`config.mk`:
```
export PLATFORM = sky130hd
export DESIGN_NAME = ip_address_classifier_unit
export DESIGN_NICKNAME = d
export VERILOG_FILES = /design/src/rtl/core/iac_pkg.sv /design/src/rtl/core/ip_address_classifier_unit.sv /design/src/rtl/core/iac_range_match.sv
export SDC_FILE = /design/constraint.sdc
export NUM_CORES = 1
export LEC_CHECK = 0
export BUFFER_PORTS_ARGS = -buffer_cell sky130_fd_sc_hd__buf_2
export CORE_UTILIZATION = 40
export CTS_CLUSTER_DIAMETER = 200
export DETAILED_ROUTE_END_ITERATION = 6
export SYNTH_ARGS = -nofsm -noshare
export SYNTH_HDL_FRONTEND = slang
export SYNTH_SLANG_ARGS = --single-unit
```
`constraint.sdc`:
```
create_clock -name aclk -period 7.2 [get_ports aclk]
set_clock_uncertainty 0.2 [all_clocks]
set_input_delay 0.72 -clock aclk [delete_from_list [all_inputs] [get_ports aclk]]
set_output_delay 0.72 -clock aclk [all_outputs]
set_load 0.005 [all_outputs]
```
`src/rtl/core/iac_pkg.sv`:
```
// Shared request, result and match types and address range constants for the classifier.
package iac_pkg;

    typedef struct packed {
        logic [63:0] addr_hi;
        logic [63:0] addr_lo;
        logic        addr_is_v6;
    } addr_req_t;

    typedef struct packed {
        logic        routable;
        logic        local_res;
        logic        private_net;
        logic        loopback;
        logic        family_after_map;
        logic [31:0] netgroup_key;
        logic        rfc1918;
        logic        benchmark_range;
        logic        documentation;
        logic        shared_cgnat;
        logic        nat64_prefix;
        logic        tunnel_prefix;
    } class_res_t;

    typedef struct packed {
        logic        use_v4;
        logic        v4_lb;
        logic        v4_r1918;
        logic        v4_cgnat;
        logic        v4_llocal;
        logic        v4_my;
        logic        v4_doc;
        logic        v4_ietf;
        logic        v4_mcast;
        logic        v4_resv;
        logic [15:0] v4_key;
        logic        v6_zero;
        logic        v6_lb;
        logic        v6_ll10;
        logic        v6_ll64;
        logic        v6_ula;
        logic        v6_mcast;
        logic        v6_doc;
        logic        v6_teredo;
        logic        v6_sixto4;
        logic        v6_orchid;
        logic        v6_orchid2;
        logic        v6_nat64;
        logic [31:0] v6_key;
    } range_match_t;

    localparam logic [31:0] V4_MAPPED_TAG  = 32'h0000_ffff;
    localparam logic [3:0]  V4_MCAST_NIB   = 4'he;
    localparam logic [3:0]  V4_RESV_NIB    = 4'hf;
    localparam logic [63:0] V6_LL64_HI     = 64'hfe80_0000_0000_0000;
    localparam logic [63:0] V6_NAT64_HI    = 64'h0064_ff9b_0000_0000;
    localparam logic [31:0] V6_DOC_W0      = 32'h2001_0db8;
    localparam logic [31:0] V6_TEREDO_W0   = 32'h2001_0000;
    localparam logic [15:0] V6_SIXTO4_P16  = 16'h2002;
    localparam logic [27:0] V6_ORCHID_P28  = 28'h2001_001;
    localparam logic [27:0] V6_ORCHID2_P28 = 28'h2001_002;

endpackage

```
`src/rtl/core/ip_address_classifier_unit.sv`:
```
// Top level of the IP address special-range classifier pipeline.
//
// Usage:
//   s_valid / s_ready / s_req carry one address request (IPv4 in addr_lo[31:0],
//   or IPv6 across addr_hi and addr_lo). m_valid / m_ready / m_res return one
//   classification result for every request, in request order.
// Path: from acceptance to m_valid, a request passes through the input register,
//   the range-match register and the output register.
// Throughput: one request per cycle, sustained while m_ready stays high; each
//   of the three stages holds one request.
// Reset: aresetn low at a clock edge empties all three stages; no result is
//   shown until a new request arrives.
// Stall: with m_ready low the result holds; earlier stages keep accepting
//   until each is full, then s_ready drops. No request is lost or repeated.
module ip_address_classifier_unit (
    input  logic                aclk,
    input  logic                aresetn,
    input  logic                s_valid,
    output logic                s_ready,
    input  iac_pkg::addr_req_t  s_req,
    output logic                m_valid,
    input  logic                m_ready,
    output iac_pkg::class_res_t m_res
);
    import iac_pkg::*;

    logic         valid0_reg, valid0_next;
    logic         valid1_reg, valid1_next;
    logic         valid2_reg, valid2_next;
    logic         ready0, ready1, ready2;
    addr_req_t    data0_reg, data0_next;
    range_match_t match_comb;
    range_match_t data1_reg, data1_next;
    class_res_t   res_comb;
    class_res_t   data2_reg, data2_next;

    assign ready2  = !valid2_reg || m_ready;
    assign ready1  = !valid1_reg || ready2;
    assign ready0  = !valid0_reg || ready1;
    assign s_ready = ready0;
    assign m_valid = valid2_reg;
    assign m_res   = data2_reg;

    iac_range_match u_match (
        .req   (data0_reg),
        .match (match_comb)
    );

    always_comb begin
        res_comb = '0;
        if (data1_reg.use_v4) begin
            res_comb.routable        = !(data1_reg.v4_lb || data1_reg.v4_r1918 ||
                                         data1_reg.v4_cgnat || data1_reg.v4_llocal ||
                                         data1_reg.v4_my || data1_reg.v4_doc ||
                                         data1_reg.v4_ietf || data1_reg.v4_mcast ||
                                         data1_reg.v4_resv);
            res_comb.local_res       = data1_reg.v4_lb || data1_reg.v4_llocal;
            res_comb.private_net     = data1_reg.v4_r1918 || data1_reg.v4_cgnat;
            res_comb.loopback        = data1_reg.v4_lb;
            res_comb.family_after_map = 1'b0;
            res_comb.netgroup_key    = data1_reg.v4_lb ? 32'd0 : {16'd0, data1_reg.v4_key};
            res_comb.rfc1918         = data1_reg.v4_r1918;
            res_comb.benchmark_range = data1_reg.v4_my;
            res_comb.documentation   = data1_reg.v4_doc;
            res_comb.shared_cgnat    = data1_reg.v4_cgnat;
        end else begin
            res_comb.routable        = !(data1_reg.v6_zero || data1_reg.v6_lb ||
                                         data1_reg.v6_ll10 || data1_reg.v6_ula ||
                                         data1_reg.v6_mcast || data1_reg.v6_doc ||
                                         data1_reg.v6_teredo || data1_reg.v6_sixto4 ||
                                         data1_reg.v6_orchid || data1_reg.v6_orchid2);
            res_comb.local_res       = data1_reg.v6_lb || data1_reg.v6_ll64;
            res_comb.private_net     = data1_reg.v6_ula || data1_reg.v6_ll64 ||
                                       data1_reg.v6_teredo || data1_reg.v6_orchid;
            res_comb.loopback        = data1_reg.v6_lb;
            res_comb.family_after_map = 1'b1;
            res_comb.netgroup_key    = data1_reg.v6_lb ? 32'd0 : data1_reg.v6_key;
            res_comb.documentation   = data1_reg.v6_doc;
            res_comb.nat64_prefix    = data1_reg.v6_nat64;
            res_comb.tunnel_prefix   = data1_reg.v6_sixto4 || data1_reg.v6_teredo;
        end
    end

    always_comb begin
        valid0_next = valid0_reg;
        valid1_next = valid1_reg;
        valid2_next = valid2_reg;
        data0_next  = data0_reg;
        data1_next  = data1_reg;
        data2_next  = data2_reg;
        if (ready0) begin
            valid0_next = s_valid;
            data0_next  = s_req;
        end
        if (ready1) begin
            valid1_next = valid0_reg;
            data1_next  = match_comb;
        end
        if (ready2) begin
            valid2_next = valid1_reg;
            data2_next  = res_comb;
        end
    end

    always_ff @(posedge aclk) begin
        if (!aresetn) begin
            valid0_reg <= 1'b0;
            valid1_reg <= 1'b0;
            valid2_reg <= 1'b0;
        end else begin
            valid0_reg <= valid0_next;
            valid1_reg <= valid1_next;
            valid2_reg <= valid2_next;
        end
    end

    always_ff @(posedge aclk) begin
        data0_reg <= data0_next;
        data1_reg <= data1_next;
        data2_reg <= data2_next;
    end

endmodule

```
`src/rtl/core/iac_range_match.sv`:
```
// Prefix and range compares of one address for both address families.
module iac_range_match (
    input  iac_pkg::addr_req_t    req,
    output iac_pkg::range_match_t match
);
    import iac_pkg::*;

    logic [31:0] a4;
    logic [7:0]  b0;
    logic [7:0]  b1;
    logic [7:0]  b2;
    logic [31:0] w0;
    logic        mapped;

    assign a4     = req.addr_lo[31:0];
    assign b0     = a4[31:24];
    assign b1     = a4[23:16];
    assign b2     = a4[15:8];
    assign w0     = req.addr_hi[63:32];
    assign mapped = (req.addr_hi == 64'd0) && (req.addr_lo[63:32] == V4_MAPPED_TAG);

    always_comb begin
        match.use_v4    = !req.addr_is_v6 || mapped;
        match.v4_lb     = (b0 == 8'd127) || (b0 == 8'd0);
        match.v4_r1918  = (b0 == 8'd10) || ((b0 == 8'd172) && (b1[7:4] == 4'h1)) ||
                          ((b0 == 8'd192) && (b1 == 8'd168));
        match.v4_cgnat  = (b0 == 8'd100) && (b1[7:6] == 2'b01);
        match.v4_llocal = (b0 == 8'd169) && (b1 == 8'd254);
        match.v4_my  = (b0 == 8'd198) && (b1[7:1] == 7'd9);
        match.v4_doc    = ((b0 == 8'd192) && (b1 == 8'd0) && (b2 == 8'd2)) ||
                          ((b0 == 8'd198) && (b1 == 8'd51) && (b2 == 8'd100)) ||
                          ((b0 == 8'd203) && (b1 == 8'd0) && (b2 == 8'd113));
        match.v4_ietf   = (b0 == 8'd192) && (b1 == 8'd0) && (b2 == 8'd0);
        match.v4_mcast  = (b0[7:4] == V4_MCAST_NIB);
        match.v4_resv   = (b0[7:4] == V4_RESV_NIB);
        match.v4_key    = {b0, b1};

        match.v6_zero    = (req.addr_hi == 64'd0) && (req.addr_lo == 64'd0);
        match.v6_lb      = (req.addr_hi == 64'd0) && (req.addr_lo == 64'd1);
        match.v6_ll10    = (w0[31:24] == 8'hfe) && (w0[23:22] == 2'b10);
        match.v6_ll64    = (req.addr_hi == V6_LL64_HI);
        match.v6_ula     = (w0[31:25] == 7'h7e);
        match.v6_mcast   = (w0[31:24] == 8'hff);
        match.v6_doc     = (w0 == V6_DOC_W0);
        match.v6_teredo  = (w0 == V6_TEREDO_W0);
        match.v6_sixto4  = (w0[31:16] == V6_SIXTO4_P16);
        match.v6_orchid  = (w0[31:4] == V6_ORCHID_P28);
        match.v6_orchid2 = (w0[31:4] == V6_ORCHID2_P28);
        match.v6_nat64   = (req.addr_hi == V6_NAT64_HI) && (req.addr_lo[63:32] == 32'd0);
        match.v6_key     = w0;
    end

endmodule

```
==> qor.yml <==
power:
  p_leak_uw: 0.00410
  ir_worst_vdd_v: 0.000184
  powerDensity_mw_per_mm2: 283
floorplanning:
  dieHeight_um: 149
  rows: 53
  die_area_mm2: 0.0221
  start_util_pct: 40.8
  io_pins: 178
  chipWidth_um: 149
  core_area_mm2: 0.0210
outcome:
  status: "finished, final reports clean"
synthesis:
  ys_top_cells_by_area: "edfxtp_1 (85%), nor4_1 (2.0%), a22o_1 (1.6%), and2_1 (1.5%), nand4_1 (1.5%)"
  async_flop_share_pct: 0
  synth.cell_area_mm2: 0.00859
  synth.top_cell.area_share_pct: 84.6
  postSynthCellCount: 450
  ys_seq_elements: 245
  synth_edf_count: 242
  ys_types: 39
  ys_warn_count: 0
  yosysTopAreaCell: "edfxtp_1"
  yosysSeqAreaShare_pct: 85.3
  ys.flop_type: "edfxtp_1"
  postSynthAreaPerCell_um2: 19.1
  synth_nets: 583
setup_path:
  crit_required_ns: 6.28
  path_cells: "nor2b_1 -> nand3_4 -> buf_2"
  path_max_fanout: 33
  cp_num_buf_inv: 1
  start_kind: "flip-flop"
  slowest_delay_ns: 0.44
  cp.arrival_ns: 1.98
  critPathKind: "flip-flop to primary output"
  r2r_slack_ns: 4.62
  end_kind: "primary output"
  critPathSlowestCell: "nand3_4"
  critical_path.top_delay_family: "simple AND/OR/NAND/NOR gates"
sta:
  min_period_ns: 2.90
  slew_violations: 0
  setup_viol: 0
  finalSetupTns_ns: 0
  hold_viol: 0
  timing.fmax_ghz: 0.345
  rsz0062_at_grt: "false"
  slew_headroom_pct: 19.5
  tightest_slew_ns: 1.21
  fin_crit_sh_pct: 40.2
  worst_slack_ns: 4.30
clock_network:
  clkSlewWorstSetupHoldPaths_ns: 0.06
  insertion_delay_ns: 0.51
  cts_tree: "built"
  clock-sinks: 245
  post_cts_buffers: 0
  h-tree-depth: 1
  root_buffer: "clkbuf_16"
  cts_hold_buf: 0
  cts_buffers: 25
  clockBufferDepth: 3
  cts-resized-gates: 0
global_routing:
  grt_pass1_wl_um: 24800
  antenna_found_initial: 0
  overflow: 0
  grt_max_degree: 100
  grt_pass1_vias: 4692
  track_usage_pct: 14.8
placed_design:
  dp.final_hpwl_um: 11700
  post-place-ws_ns: 4.18
  dp_cells: 902
  port_buffers: 177
  gp_congestion: 0.842
detailed_routing:
  drt_iter0_drc: 249
  drtPass1Iterations: 4
  drt_wl_total_um: 16500
  drc: 0
  routed-via-count: 4641
  wl_per_cell_um: 17.4
  viasPerCell: 4.91
  antenna_violating_nets_post_route: 0
layout:
  n_antenna_cell: 0
  utilization_pct: 50.7
  layout-drive-gt1-share_pct: 34.6
  layout.nets: 787
  syn_to_final_growth_pct: 24.0
  layout_common_cells: "edfxtp_1 (242), buf_2 (177), nor2_1 (28), nor4_1 (27), clkbuf_16 (25)"
  layoutNonFillerInstCount: 946
  largest_reg_flops: 129
  layout_commonest_cell: "edfxtp_1"
min_path:
  hp-class: "input pin to flip-flop"
job:
  cap_violations: 0
==> cell type report <==
| class | instances | area, um2 |
|---|---|---|
| inverter | 4 | 15.0 |
| clock buffer | 25 | 626 |
| tap | 275 | 344 |
| fill | 1735 | 10400 |
| clock inverter | 19 | 173 |
| multi-input combinational | 196 | 1240 |
| timing repair buffer | 182 | 923 |
| sequential | 245 | 7330 |
==> worst paths after layout <==
| check | startpoint | to | cells past startpoint |
|---|---|---|---|
| setup / recovery | m_valid | s_ready | 3 |
| hold / removal | s_req[110] | data0_reg[110] | 1 |
| setup reg to reg | data0_reg[115] | data1_reg[33] | 5 |
| hold reg to reg | data0_reg[110] | data1_reg[13] | 0 |
==> power by group <==
part / total [uW] / switching [uW] / internal [uW]
logic: 96.2 / 42.9 / 53.3
registers: 1680 / 36.8 / 1640
clock network: 1240 / 503 / 739
total: 3020 / 583 / 2430
==> Yosys cell counts (4+ instances only) <==
cell / count
a22o_1: 16
and2_1: 20
clkbuf_1: 5
edfxtp_1: 242
inv_1: 4
nand2_1: 13
nand2b_1: 4
nand3_1: 7
nand4_1: 20
nor2_1: 29
nor2b_1: 4
nor3_1: 12
nor3b_1: 4
nor4_1: 27
or3_1: 4
or4_1: 4
==> routing by layer <==
metal / track usage, % / up-vias / part of all wire [%]
met5: 0 / - / 0
met4: 5.31 / 0 / 2.4
met3: 3.28 / 26 / 6.6
met2: 25.8 / 151 / 51
met1: 18.0 / 2220 / 40
li1: - / 2244 / -
==> through the flow <==
step	hold slack (ns)	cell area [um2]	total power, uW
3_5_place_dp	0.259	9850	1810
5_1_grt	0.162	10700	3120
3_3_place_gp	0.252	9850	1800
2_1_floorplan	0.241	8590	1730
6_report	0.182	10700	3020
4_1_cts	0.163	10700	3050
==> worst reg2reg max path: stages, from the launching register on <==
cell and delay, ns:
edfxtp_1 0.41, nor4_1 0.69, nand4_1 0.26, nor4_1 0.49, nand2_1 0.14, nor3b_1 0.22
==> cells by family after synthesis <==
logic type	count (synthesis)	share of synthesized area, %
flip-flops	245	85.3
AND/OR/NAND/NOR	167	11.5
AO/OA/AOI/OAI	28	2.64
buffers and inverters	9	0.393
multiplexers	1	0.131
Note: power is estimated with default switching activity, not from simulation.
